`src/hdl/kmns_pkg.sv`:
```
// Shared types and constants for the key matrix MIDI note scanner.
// No dependencies; used by kmns_lane, kmns_merge and the top level.
package kmns_pkg;

   localparam int COL_MAX = 8;                   // width of the column sample field
   localparam logic [8:0] SEMITONES = 9'd12;
   localparam logic [8:0] NOTE_MAX = 9'd127;
   localparam logic [31:0] NOTE_ON_BASE = 32'h0990_0000;
   localparam logic [31:0] NOTE_OFF_BASE = 32'h0880_0000;
   localparam logic [3:0] OCTAVE_RESET = 4'd2;
   localparam logic [6:0] VELOCITY_RESET = 7'h40;

   // register indexes on the csr port
   localparam logic [7:0] CSR_OCTAVE_OFFSET = 8'd0;
   localparam logic [7:0] CSR_NOTE_VELOCITY = 8'd1;

   localparam int RSP_DATA_W = 48;

   // what one column lane found for the current sample
   typedef struct packed {
      logic       fire;
      logic       on;
      logic [6:0] note;
   } kmns_event_type;

endpackage

```
`src/hdl/kmns_lane.sv`:
```
// One column lane: change detect and note number for a single column.
// Depends on kmns_pkg.
module kmns_lane
   import kmns_pkg::*;
(
   input  logic           new_bit,
   input  logic           old_bit,
   input  logic [2:0]     col_idx,
   input  logic [3:0]     row,
   input  logic           note_row,
   input  logic [3:0]     octave,
   output kmns_event_type evt
);

   logic [8:0] note_full;

   always_comb begin
      note_full = SEMITONES * 9'(octave) + 9'(row) + SEMITONES * 9'(col_idx);
      evt.fire  = note_row && (new_bit != old_bit) && (note_full <= NOTE_MAX);
      evt.on    = new_bit;
      evt.note  = note_full[6:0];
   end

endmodule

```
`src/hdl/kmns_merge.sv`:
```
// Merge stage: holds the lane results of one sample and sends them out lowest
// column first, one item per cycle while rsp_tready is high. Depends on kmns_pkg.
module kmns_merge
   import kmns_pkg::*;
#(
   parameter int LANES = 8
) (
   input  logic                  clock,
   input  logic                  reset,
   input  logic                  load,
   input  kmns_event_type        lane_events [LANES],
   input  logic [6:0]            velocity,
   input  logic                  rsp_tready,
   output logic                  rsp_tvalid,
   output logic [RSP_DATA_W-1:0] rsp_tdata,
   output logic                  rsp_tlast,
   output logic                  can_load
);

   logic [LANES-1:0]      pend_ff, pend_in;
   logic [LANES-1:0]      on_ff, on_in;
   logic [LANES-1:0][6:0] note_ff, note_in;
   logic [LANES-1:0]      sel;
   logic                  found;
   logic                  sel_on;
   logic [6:0]            sel_note;
   logic [31:0]           word;
   logic                  fire;

   // lowest pending lane
   always_comb begin
      sel      = '0;
      found    = 1'b0;
      sel_on   = 1'b0;
      sel_note = '0;
      for (int i = 0; i < LANES; i++) begin
         if (pend_ff[i] && !found) begin
            sel[i] = 1'b1;
            found  = 1'b1;
         end
      end
      for (int i = 0; i < LANES; i++) begin
         sel_on   = sel_on | (sel[i] & on_ff[i]);
         sel_note = sel_note | ({7{sel[i]}} & note_ff[i]);
      end
   end

   always_comb begin
      rsp_tvalid = |pend_ff;
      rsp_tlast  = ~|(pend_ff & ~sel);
      fire       = rsp_tvalid && rsp_tready;
      can_load   = !rsp_tvalid || (rsp_tready && rsp_tlast);
      word       = (sel_on ? NOTE_ON_BASE : NOTE_OFF_BASE) | {16'd0, 1'b0, sel_note, 8'd0}
                   | {25'd0, velocity};
      rsp_tdata  = {1'b0, word, velocity, sel_note, sel_on};
   end

   always_comb begin
      pend_in = pend_ff;
      on_in   = on_ff;
      note_in = note_ff;
      if (load) begin
         for (int i = 0; i < LANES; i++) begin
            pend_in[i] = lane_events[i].fire;
            on_in[i]   = lane_events[i].on;
            note_in[i] = lane_events[i].note;
         end
      end else if (fire) begin
         pend_in = pend_ff & ~sel;
      end
   end

   always_ff @(posedge clock) begin
      if (reset) begin
         pend_ff <= '0;
      end else begin
         pend_ff <= pend_in;
      end
   end

   always_ff @(posedge clock) begin
      on_ff   <= on_in;
      note_ff <= note_in;
   end

endmodule

```
`src/hdl/key_matrix_midi_note_scanner.sv`:
```
// Top level of the key matrix scanner producing USB-MIDI note events.
// Depends on kmns_pkg, kmns_lane and kmns_merge.
//
//  channel | dir | handshake               | payload
//  req     | in  | req_tvalid / req_tready | tdata[7:0] column_bits
//  rsp     | out | rsp_tvalid / rsp_tready | tdata: note on, note, velocity, word; tlast
//  csr     | in  | csr_valid / csr_ready   | csr_index, csr_data
//
// One column lane per key column compares the sample with the stored row in
// the cycle the item is taken; the merge register then emits one event per
// cycle while rsp_tready is high; a sample causes 0 to 8 events. The next
// sample is taken in the cycle the final event leaves, or at once when
// nothing is waiting. Reset is synchronous and clears the row counter, the
// stored rows, the registers and the pending events. A stalled rsp_tready
// stalls req_tready once the merge register is full.
module key_matrix_midi_note_scanner
   import kmns_pkg::*;
#(
   parameter int ROW_COUNT    = 16,
   parameter int NOTE_ROWS    = 12,
   parameter int COLUMN_COUNT = 8
) (
   input  logic                  clock,
   input  logic                  reset,
   // column sample item
   input  logic                  req_tvalid,
   output logic                  req_tready,
   input  logic [7:0]            req_tdata,   // [7:0] column_bits
   // note event item
   output logic                  rsp_tvalid,
   input  logic                  rsp_tready,
   output logic [RSP_DATA_W-1:0] rsp_tdata,   // [0] is_note_on, [7:1] note_number,
                                              // [14:8] velocity_byte,
                                              // [46:15] usb_midi_word, [47] zero
   output logic                  rsp_tlast,   // last_of_scan
   // register writes
   input  logic                  csr_valid,
   output logic                  csr_ready,
   input  logic [7:0]            csr_index,
   input  logic [7:0]            csr_data
);

   localparam int ROW_W = (ROW_COUNT > 1) ? $clog2(ROW_COUNT) : 1;
   localparam logic [ROW_W-1:0] ROW_LAST = ROW_W'(ROW_COUNT - 1);

   logic [3:0]              octave_ff, octave_in;
   logic [6:0]              velocity_ff, velocity_in;
   logic [ROW_W-1:0]        row_ff, row_in;
   logic [COLUMN_COUNT-1:0] rows_ff [ROW_COUNT];
   logic [COLUMN_COUNT-1:0] sample;
   logic [COLUMN_COUNT-1:0] stored;
   logic                    note_row;
   logic                    accept;
   logic                    can_load;
   kmns_event_type          lane_events [COLUMN_COUNT];

   assign csr_ready  = 1'b1;
   assign req_tready = can_load;
   assign accept     = req_tvalid && req_tready;
   assign sample     = req_tdata[COLUMN_COUNT-1:0];
   assign stored     = rows_ff[row_ff];
   assign note_row   = 32'(row_ff) < NOTE_ROWS;

   // register writes; unknown indexes are dropped
   always_comb begin
      octave_in   = octave_ff;
      velocity_in = velocity_ff;
      if (csr_valid) begin
         priority if (csr_index == CSR_OCTAVE_OFFSET) begin
            octave_in = csr_data[3:0];
         end else if (csr_index == CSR_NOTE_VELOCITY) begin
            velocity_in = csr_data[6:0];
         end
      end
   end

   always_comb begin
      row_in = row_ff;
      if (accept) begin
         row_in = (row_ff == ROW_LAST) ? '0 : row_ff + ROW_W'(1);
      end
   end

   always_ff @(posedge clock) begin
      if (reset) begin
         octave_ff   <= OCTAVE_RESET;
         velocity_ff <= VELOCITY_RESET;
         row_ff      <= '0;
      end else begin
         octave_ff   <= octave_in;
         velocity_ff <= velocity_in;
         row_ff      <= row_in;
      end
   end

   // last sample of each row
   always_ff @(posedge clock) begin
      if (reset) begin
         for (int r = 0; r < ROW_COUNT; r++) begin
            rows_ff[r] <= '0;
         end
      end else if (accept) begin
         rows_ff[row_ff] <= sample;
      end
   end

   for (genvar c = 0; c < COLUMN_COUNT; c++) begin : g_lane
      kmns_lane u_lane (
         .new_bit  (sample[c]),
         .old_bit  (stored[c]),
         .col_idx  (3'(c)),
         .row      (4'(row_ff)),
         .note_row (note_row),
         .octave   (octave_ff),
         .evt      (lane_events[c])
      );
   end

   kmns_merge #(
      .LANES (COLUMN_COUNT)
   ) u_merge (
      .clock       (clock),
      .reset       (reset),
      .load        (accept),
      .lane_events (lane_events),
      .velocity    (velocity_ff),
      .rsp_tready  (rsp_tready),
      .rsp_tvalid  (rsp_tvalid),
      .rsp_tdata   (rsp_tdata),
      .rsp_tlast   (rsp_tlast),
      .can_load    (can_load)
   );

   // a new sample only lands when the previous one's events are all gone
   a_load_when_drained: assert property (@(posedge clock) disable iff (reset)
      accept |-> (!rsp_tvalid || (rsp_tready && rsp_tlast)))
      else $error("sample taken over pending events");

   // a control row never causes an event
   a_control_row_quiet: assert property (@(posedge clock) disable iff (reset)
      (accept && !note_row) |=> !rsp_tvalid)
      else $error("event from a control row");

   // nothing pending straight after reset
   a_reset_empty: assert property (@(posedge clock)
      reset |=> !rsp_tvalid)
      else $error("event pending after reset");

endmodule

```
`config.mk`:
```
export PLATFORM = sky130hd
export DESIGN_NAME = key_matrix_midi_note_scanner
export DESIGN_NICKNAME = d
export VERILOG_FILES = /design/src/hdl/kmns_pkg.sv /design/src/hdl/kmns_lane.sv /design/src/hdl/kmns_merge.sv /design/src/hdl/key_matrix_midi_note_scanner.sv
export SDC_FILE = /design/constraint.sdc
export NUM_CORES = 1
export LEC_CHECK = 0
export BUFFER_PORTS_ARGS = -buffer_cell sky130_fd_sc_hd__buf_2
export CORE_MARGIN = 2
export CORE_UTILIZATION = 45
export CTS_CLUSTER_DIAMETER = 80
export DETAILED_ROUTE_END_ITERATION = 10
export GPL_TIMING_DRIVEN = 0
export HOLD_SLACK_MARGIN = 0.05
export MAX_ROUTING_LAYER = met4
export SLEW_MARGIN = 20
export SYNTH_ARGS = -nofsm -noshare
export SYNTH_HDL_FRONTEND = slang
export SYNTH_SLANG_ARGS = --single-unit
```
`constraint.sdc`:
```
create_clock -name clock -period 5.5 [get_ports clock]
set_input_delay 0.275 -clock clock [delete_from_list [all_inputs] [get_ports clock]]
set_output_delay 0.275 -clock clock [all_outputs]
set_load 0.01 [all_outputs]
```
# Yosys cells after proc, flatten, opt, wreduce, memory -nomap -nowiden
# Memory sizes are Yosys's and may differ from the RTL's. A register that Yosys moved wholly into a read port is not among the register bits.
# Cells that the tools add are included.
# totals
mem_bits_rw	128
latch_bits	0
mem_bits_ro	0
word_cells	149
register_bits	87
mem_count	1
# mem_list
memory	depth	width	read_ports	rd_clocked_by_memory_dff	write_ports	line	rtl
rows_ff	16	8	1	1	16	key_matrix_midi_note_scanner.sv:49	logic [COLUMN_COUNT-1:0] rows_ff [ROW_COUNT];
# classes
div	0
n_lt_le_gt_ge	9
add_sub_neg	9
n_eq_ne	10
bitwise	35
n_shift	0
n_mux	28
n_reduce_logical	43
mul	1
# op_table
cell	count
<= comparator 9 x 7 -> 1 bit (second input constant)	8
bitwise AND 7 bit	8
OR 7 bit	7
OR 32 x 15 -> 32 bit	1
OR 32 x 7 -> 32 bit	1
adder 9 x 6 -> 9 bit (second input constant)	3
logical AND 1 bit	26
2-to-1 mux 25 bit	1
2-to-1 mux 8 bit	3
OR reduction 8 bit	3
2-to-1 mux 1 bit	20
adder 9 x 7 -> 9 bit (second input constant)	2
2-to-1 mux 4 bit	4
adder 8 x 4 -> 9 bit	1
adder 9 x 4 -> 9 bit (second input constant)	1
adder 9 x 5 -> 9 bit (second input constant)	1
zero test 1 bit	9
bitwise AND 1 bit	8
bitwise AND 8 bit	1
equality test 8 x 1 -> 1 bit (second input constant)	1
zero test 8 bit	1
!= test 1 bit	8
inverter 8 bit	1
OR 1 bit	7
9 further kinds	9

# Logic depth before layout (Yosys ltp)
# Gate-level depths: netlist of run 1.
# logic_depth
word_depth	34
depth_mapped	14
depth_no_buf	13

# Modules after synthesis
# A second synthesis of run 1 with hierarchy kept.
# hier_totals
cells_unflattened	1134
area_unflattened_um2	13912.1
# modules_own_cells
mod	area_per_inst_um2	cells_each	instances
key_matrix_midi_note_scanner	6752.7	469	1
kmns_merge	3254.4	254	1
kmns_lane at g_lane[1].u_lane ...	485.5	51	4
kmns_lane at g_lane[0].u_lane ...	493.0	52	3
kmns_lane at g_lane[7].u_lane	484.2	51	1

# Least setup slack after synthesis of run 1
# Ideal clock, no wire load.
# synth_timing
path_kind	register to register
startpoint	register octave_ff[1]
endpoint	register u_merge.pend_ff[2]
synth_period_minus_slack_ns	3.347
t_arrival_ns	3.227
slack_ns	2.153
required_time_ns	5.380
path_buffers	0
path_stages_with_launch	12
path_cell_list	dfxtp_1 ha_1 inv_1 fa_1 xnor2_1 inv_1 ha_1 a21oi_1 o211ai_1 maj3_1 o2111ai_1 nand2_1
# synth_rtl
item	line	rtl
start, declared	key_matrix_midi_note_scanner.sv:46	logic [3:0] octave_ff, octave_in;
start signal, assigned	key_matrix_midi_note_scanner.sv:90	octave_ff <= octave_in;
end signal, assigned	kmns_merge.sv:77	pend_ff <= pend_in;
end, declared	kmns_merge.sv:20	logic [LANES-1:0] pend_ff, pend_in;

==> impl_metrics.csv, run 1 <==
group,metric,value,unit
detailed_routing,detail_route.wl_per_cell,22.1,µm
finish,nets,957,
logic_synthesis,netlist_area,10300,µm²
logic_synthesis,yosysTopAreaCell,"edfxtp_1",
timing,slew_headroom,27.7,%
grt,grt_pass1_vias,6498,
finish,diodes,0,
clock_network,ctsResizeCount,0,
clock_network,h-tree-depth,4,
worst_hold_path,min_path_type,"input port to register",
pwr,p_leak,4.76,nW
logic_synthesis,yosysSeqAreaShare,54.5,%
logic_synthesis,synth-async-reset-ratio,0,%
finish,area_growth_syn_to_layout,12.7,%
timing,finalSetupViolCount,0,
setup_path,r2r_start,"row_ff[3]",
setup_path,cp.required,5.83,ns
timing,tightest_slew,1.08,ns
grt,grt_first_pass_wirelength,40200,µm
setup_path,cp_max_fo,11,
logic_synthesis,synth-main-ff-cell,"edfxtp_1",
clock_network,cts_tree,"built",
place,dp_hpwl,18600,µm
logic_synthesis,synth_top_area_share,49.2,%
floorplan,rows,55,
logic_synthesis,yosys_warnings,0,
detailed_routing,wl_met1,12500,µm
detailed_routing,top_layer,"met4",
logic_synthesis,syn_inst,804,
detailed_routing,drt_wl_total,26500,µm
detailed_routing,num_vias,6836,
clock_network,clkLatencyLatePin,0.45,ns
detailed_routing,firstDrtPassIters,5,
status,status,"completed",
timing,hold_violations,0,
logic_synthesis,synth-seq-cells,195,
timing,hold_ws,0.0640,ns
grt,antenna_found_initial,0,
detailed_routing,route.met2.wl,12100,µm
clock_network,clock_sinks,195,
floorplan,dieArea,24000,µm²
place,gp_congestion,0.851,
timing,layout_worst_path_cycle_share,76.6,%
clock_network,root_buffer,"clkbuf_16",
floorplan,io-pin-count,81,
timing,max_freq,237,MHz
place,io_buffers,60,
floorplan,initial_core_util,45.6,%
setup_path,crit_start,"row_ff[3]",
clock_network,cts_max_path_buffers,2,
timing,layout_min_cycle_time,4.21,ns
floorplan,die_h,155,µm
logic_synthesis,yosys-top-cells-area,"edfxtp_1 (49%), mux4_2 (8.8%), and3_1 (5.9%), dfxtp_1 (5.3%), ha_1 (3.2%)",
grt,grt_usage,23.4,%
setup_path,r2r_end,"u_merge.pend_ff[2]",
floorplan,die_w,155,µm
grt,grt_max_degree,50,
setup_path,reg2reg_slack,1.29,ns
setup_path,worstSetupStartpointType,"register",
logic_synthesis,avgSynthCellArea,12.8,µm²
floorplan,core-area,22500,µm²
timing,setup_tns,0,ns
setup_path,critPathCapture,"u_merge.pend_ff[2]",
clock_network,clk_pin_slew,0.08,ns
timing,rsz0062_at_grt,"false",
logic_synthesis,synth_edf_count,168,
detailed_routing,ant_nets,0,
detailed_routing,wl_met3,1550,µm
detailed_routing,route.detailed.drc,0,
grt,overflow,0,
setup_path,arrival,4.54,ns
job,drv_cap,0,
timing,slew_viol_final,0,
setup_path,ff2ff_path_depth,10,
setup_path,crit_type,"register to register",
detailed_routing,vias_per_cell,5.71,
logic_synthesis,ys_types,70,
setup_path,crit_path_end_kind,"register",
detailed_routing,drt-initial-drc-count,762,
timing,finClkSkew,0.0127,ns
finish,layout-drive-gt1-share,23.8,%
clock_network,numCtsBuffers,17,
pwr,power_density,445,nW/µm²
pwr,ir_drop,273,µV
## Yosys cell counts, types with 3 or more instances
cell type    n
a21o_1       7
and2_1      37
or2_2        4
or3_1        4
nand3_1     16
mux2i_1     12
and3_1      97
and3_2       7
nor4_1       3
nor2_1      28
xnor2_1     20
maj3_1       3
buf_4       37
a21oi_1     24
inv_1       21
and4_1       4
a22oi_1      5
o21ai_0     15
buf_2       16
ha_1        26
nand2_1     45
nand4_1      8
o21ai_1      3
a221oi_1     4
a222oi_1     3
dfxtp_1     27
xor2_1      13
edfxtp_1   168
buf_6        9
clkbuf_1    36
a31oi_1      6
nor2b_1      5
o211ai_1     7
mux4_2      40
## cells by family after synthesis
kind of cell    Yosys count  share of synthesized area [%]
compound gates           98                           6.57
xor+xnor                 34                           3.05
fa+ha+maj                31                           3.86
buf+inv                 121                           6.66
flops                   195                           54.5
mux                      52                           9.96
other cells               2                         0.0733
simple gates            271                           15.3
## critical path: stages (launching register included)
cell and delay (ns):
dfxtp_1 0.52, inv_1 0.20, fa_1 0.51, xnor2_1 0.83
inv_1 0.39, ha_1 0.33, a21oi_1 0.36, o211ai_1 0.16
maj3_1 0.37, o2111ai_1 0.33, nand2_1 0.09
## flip-flops by register name (all words and copies together), names as in the netlist, named ones only
| name | cells |
|---|---|
| rows_ff | 128 |
| u_merge.pend_ff | 8 |
| u_merge.on_ff | 8 |
| velocity_ff | 7 |
| row_ff | 4 |
| octave_ff | 4 |
| u_merge.note_ff | 32 |
## where the power goes
| part | switching [mW] | internal, mW |
|---|---|---|
| Sequential | 0.0912 | 1.86 |
| Combinational | 1.15 | 0.822 |
| Clock | 0.603 | 0.612 |
## layout make-up
| class | instances | area [µm²] |
|---|---|---|
| Buffer | 98 | 594 |
| Clock buffer | 20 | 447 |
| Clock inverter | 12 | 124 |
| Fill cell | 1960 | 10900 |
| Inverter | 23 | 88.8 |
| Multi-Input combinational cell | 504 | 4050 |
| Sequential cell | 195 | 5590 |
| Tap cell | 285 | 357 |
| Timing Repair Buffer | 61 | 310 |
## per-stage QoR
stage | cell area (µm²) | power, mW | worst slack, ns | util, % | instances
after floorplan | 10300 | 3.28 | 2.15 | - | 820
after global placement | 11000 | 3.93 | 1.30 | 48.7 | 1165
after detailed placement | 11000 | 3.95 | 1.29 | 48.8 | 1165
after CTS | 11600 | 5.16 | 1.24 | 51.3 | 1198
after global routing | 11600 | 5.39 | 0.890 | 51.3 | 1198
final | 11600 | 5.14 | 1.29 | 51.3 | 1198
## what timing repair did
action,4_1_cts,5_1_grt
hold endpoints to repair,1,0
hold buffers,1,0
setup buffers,0,0
## worst min path at each step
stage / startpoint / end / slack (ns) / depth (start not counted)
after floorplan: req_tdata[0] / u_merge.on_ff[0] / 0.37 / 0
after global placement: csr_data[6] / velocity_ff[6] / 0.49 / 3
after detailed placement: csr_data[6] / velocity_ff[6] / 0.49 / 3
after CTS: csr_data[1] / octave_ff[1] / 0.06 / 3
after global routing: csr_data[5] / velocity_ff[5] / 0.08 / 3
final: csr_data[1] / octave_ff[1] / 0.06 / 3
## routing by layer
metal / global-route usage [%] / vias to the layer above
li1: - / 3174
met1: 34.4 / 3379
met5: - / -
met2: 34.4 / 259
met3: 3.37 / 24
met4: 5.73 / 0
## placed cells by master, fill, tap and decap left out, types with 24 or more instances in the layout
cell type,n
and2_1,37
and3_1,97
dfxtp_1,27
mux4_2,40
edfxtp_1,168
buf_2,76
clkbuf_1,38
a21oi_1,24
nor2_1,28
nand2_1,45
buf_4,37
ha_1,26
Power figures use the tool's default switching activity.
==> run 2: changes to the inputs <==
Settings changed: ABC_AREA set to 1.
Clock period 5.5 ns to 3.9 ns, I/O delays scaled along.
==> run 2 against run 1 <==
Setup slack lost 0.84 ns. Die area grew 0.89%. Sequential share of layout area is 1.1 points lower. Sequential cell count stayed put. Final cell count grew 31%. Clock skew is 0.0070 ns higher. Critical endpoint is now u_merge.pend_ff[1]. Routed wire length grew 7.8%. Combinational power increased by 43%. Critical path type unchanged. Register-to-register slack worse by 0.84 ns. Global-route usage rose by 1.5 points. Via count up 21%. Critical path depth grew 8.
==> impl_metrics.csv, run 2 <==
group,metric,value,unit
grt,overflow,0,
logic_synthesis,syn_inst,1157,
floorplan,io-pin-count,81,
clock_network,h-tree-depth,4,
place,io_buffers,61,
detailed_routing,detail_route.wl_per_cell,18.2,µm
pwr,combPwrFrac,39.1,%
clock_network,cts_tree,"built",
timing,hold_ws,0.104,ns
logic_synthesis,yosys-top-cells-area,"edfxtp_1 (49%), nor2_1 (8.2%), nand2_1 (7.9%), dfxtp_1 (5.2%), nand3_1 (3.9%)",
finish,top_register,"rows_ff",
timing,max_freq,289,MHz
place,dp_hpwl,20400,µm
detailed_routing,drt-initial-drc-count,797,
finish,largest_register_ffs,128,
pwr,switching_share,40.3,%
pwr,clkPwrFrac,24.2,%
logic_synthesis,yosys-top-cells-count,"nor2_1 (226), nand2_1 (219), edfxtp_1 (168), inv_1 (96), nand3_1 (80)",
grt,antenna_found_initial,0,
place,place_ws,0.437,ns
timing,finClkSkew,0.0197,ns
timing,fin_ws,0.444,ns
timing,slew_headroom,35.6,%
logic_synthesis,yosys_warnings,0,
finish,mostFrequentLayoutCells,"nor2_1 (226), nand2_1 (219), edfxtp_1 (168), inv_1 (96), nand3_1 (80)",
floorplan,die_w,156,µm
detailed_routing,route.detailed.drc,0,
finish,area_growth_syn_to_layout,14.2,%
grt,grt_first_pass_wirelength,43500,µm
detailed_routing,firstDrtPassIters,7,
setup_path,arrival,3.77,ns
pwr,intPower,4.34,mW
detailed_routing,drt_wl_total,28600,µm
timing,layout_min_cycle_time,3.46,ns
floorplan,rows,55,
timing,hold_violations,0,
clock_network,clkLatencyLatePin,0.45,ns
logic_synthesis,synth-main-ff-cell,"edfxtp_1",
job,drv_cap,0,
grt,grt_usage,24.9,%
logic_synthesis,synth_top_area_share,48.8,%
finish,final_common_cell,"nor2_1",
worst_hold_path,min_path_cells,2,
setup_path,ff2ff_path_depth,18,
setup_path,worstSetupStartpointType,"register",
finish,layout-drive-gt1-share,14.4,%
setup_path,cp.required,4.22,ns
clock_network,clk_pin_slew,0.07,ns
timing,tightest_slew,0.964,ns
timing,setup_tns,0,ns
logic_synthesis,yosysTopAreaCell,"edfxtp_1",
clock_network,postCtsSetupBuffers,0,
detailed_routing,num_vias,8245,
clock_network,clock_sinks,195,
logic_synthesis,synth-async-reset-ratio,0,%
floorplan,initial_core_util,45.8,%
place,gp_congestion,0.930,
logic_synthesis,synth_edf_count,168,
floorplan,die_h,156,µm
logic_synthesis,yosysMostFrequentCell,"nor2_1",
logic_synthesis,yosysSeqAreaShare,54.0,%
logic_synthesis,ys_types,42,
logic_synthesis,avgSynthCellArea,8.94,µm²
clock_network,numCtsBuffers,17,
timing,slew_viol_final,0,
pwr,p_leak,5.22,nW
setup_path,crit_type,"register to register",
logic_synthesis,synth-seq-cells,195,
setup_path,cp_max_fo,12,
pwr,switching_power,2.93,mW
clock_network,postCtsHoldBufs,16,
clock_network,ctsResizeCount,0,
logic_synthesis,netlist_area,10300,µm²
worst_hold_path,min_path_type,"input port to register",
grt,grt_pass1_vias,7594,
grt,grt_max_degree,47,
timing,rsz0062_at_grt,"false",
finish,diodes,0,
pwr,ir_drop,353,µV
finish,nets,1326,
timing,finalSetupViolCount,0,
pwr,p_seq_share,36.7,%
clock_network,cts_max_path_buffers,2,
setup_path,crit_path_end_kind,"register",
clock_network,root_buffer,"clkbuf_16",
pwr,power_density,616,nW/µm²
detailed_routing,vias_per_cell,5.26,
floorplan,dieArea,24200,µm²
timing,layout_worst_path_cycle_share,88.6,%
floorplan,core-area,22600,µm²
finish,reg_top3,"rows_ff (128), u_merge.note_ff (32)",
status,status,"completed",
detailed_routing,ant_nets,0,
## run 2: changes by cell type after synthesis, moves of 20 or more
| cell | change |
|---|---|
| inv_1 | +75 |
| mux4_2 | -40 |
| nand3_1 | +64 |
| and3_1 | -96 |
| nand2_1 | +174 |
| o21ai_0 | +62 |
| and2_1 | -36 |
| xnor2_1 | -20 |
| nor2_1 | +198 |
## run 2: final timing paths
path,end,startpoint,slack [ns]
hold / removal,u_merge.pend_ff[7],reset,0.10
setup / recovery,u_merge.pend_ff[1],octave_ff[1],0.44
setup reg to reg,u_merge.pend_ff[1],octave_ff[1],0.44
hold reg to reg,octave_ff[0],octave_ff[0],0.48
## run 2: cell families (layout without fill, tap and decap cells)
| logic type | Yosys count | after routing | synth area share (%) |
|---|---|---|---|
| compound gates | 151 | 151 | 8.32 |
| simple gates | 585 | 585 | 25.1 |
| xor+xnor | 9 | 9 | 0.762 |
| flops | 195 | 195 | 54.0 |
| fa+ha+maj | 28 | 28 | 3.53 |
| buf+inv | 187 | 296 | 8.24 |
| other cells | 2 | 18 | 0.0726 |
## run 2: per-layer routing
metal  track usage, %  vias up  share of wire [%]
met5                -        -                  0
met4             7.30        0                1.8
met3             3.75       39                7.9
met2             36.2      339                 44
met1             36.1     3854                 47
li1                 -     4013                  -
## run 2: cell type report
type	instances	area [µm²]
fillers	2143	10800
flip-flops and latches	195	5590
multi-input cells	791	3970
repair buffers	77	465
plain buffers	76	433
clock buffers	17	425
inverters	111	419
well taps	285	357
clock inverters	15	161
## run 2: worst max-delay path, stage by stage (launching register included)
cell	delay [ns]
dfxtp_1	0.36
ha_1	0.32
inv_1	0.06
fa_1	0.41
inv_1	0.07
nand2_1	0.08
nand2_1	0.41
inv_1	0.27
ha_1	0.27
inv_1	0.08
nand2_1	0.09
nand3_1	0.15
nand2_1	0.11
nor2_1	0.14
nand3_1	0.09
nand3_1	0.08
o21ai_0	0.13
nand2_1	0.14
a21oi_1	0.07
## run 2: stage by stage
step                instance area [µm²]  cells  utilization (%)  total power, mW
CTS                               11800   1567             52.3             7.25
detailed placement                11100   1519             49.0             5.52
floorplan                         10400   1173                -             4.53
global route                      11800   1567             52.3             7.68
finish                            11800   1567             52.3             7.27
global placement                  11100   1519             49.0             5.49
## run 2: power groups by stage
| stage | registers (mW) | clock network (mW) | logic (mW) |
|---|---|---|---|
| 2_1_floorplan | 2.68 | 0 | 1.85 |
| 3_3_place_gp | 2.71 | 0 | 2.78 |
| 3_5_place_dp | 2.72 | 0 | 2.80 |
| 4_1_cts | 2.67 | 1.76 | 2.82 |
| 5_1_grt | 2.69 | 1.84 | 3.15 |
| 6_report | 2.67 | 1.76 | 2.84 |
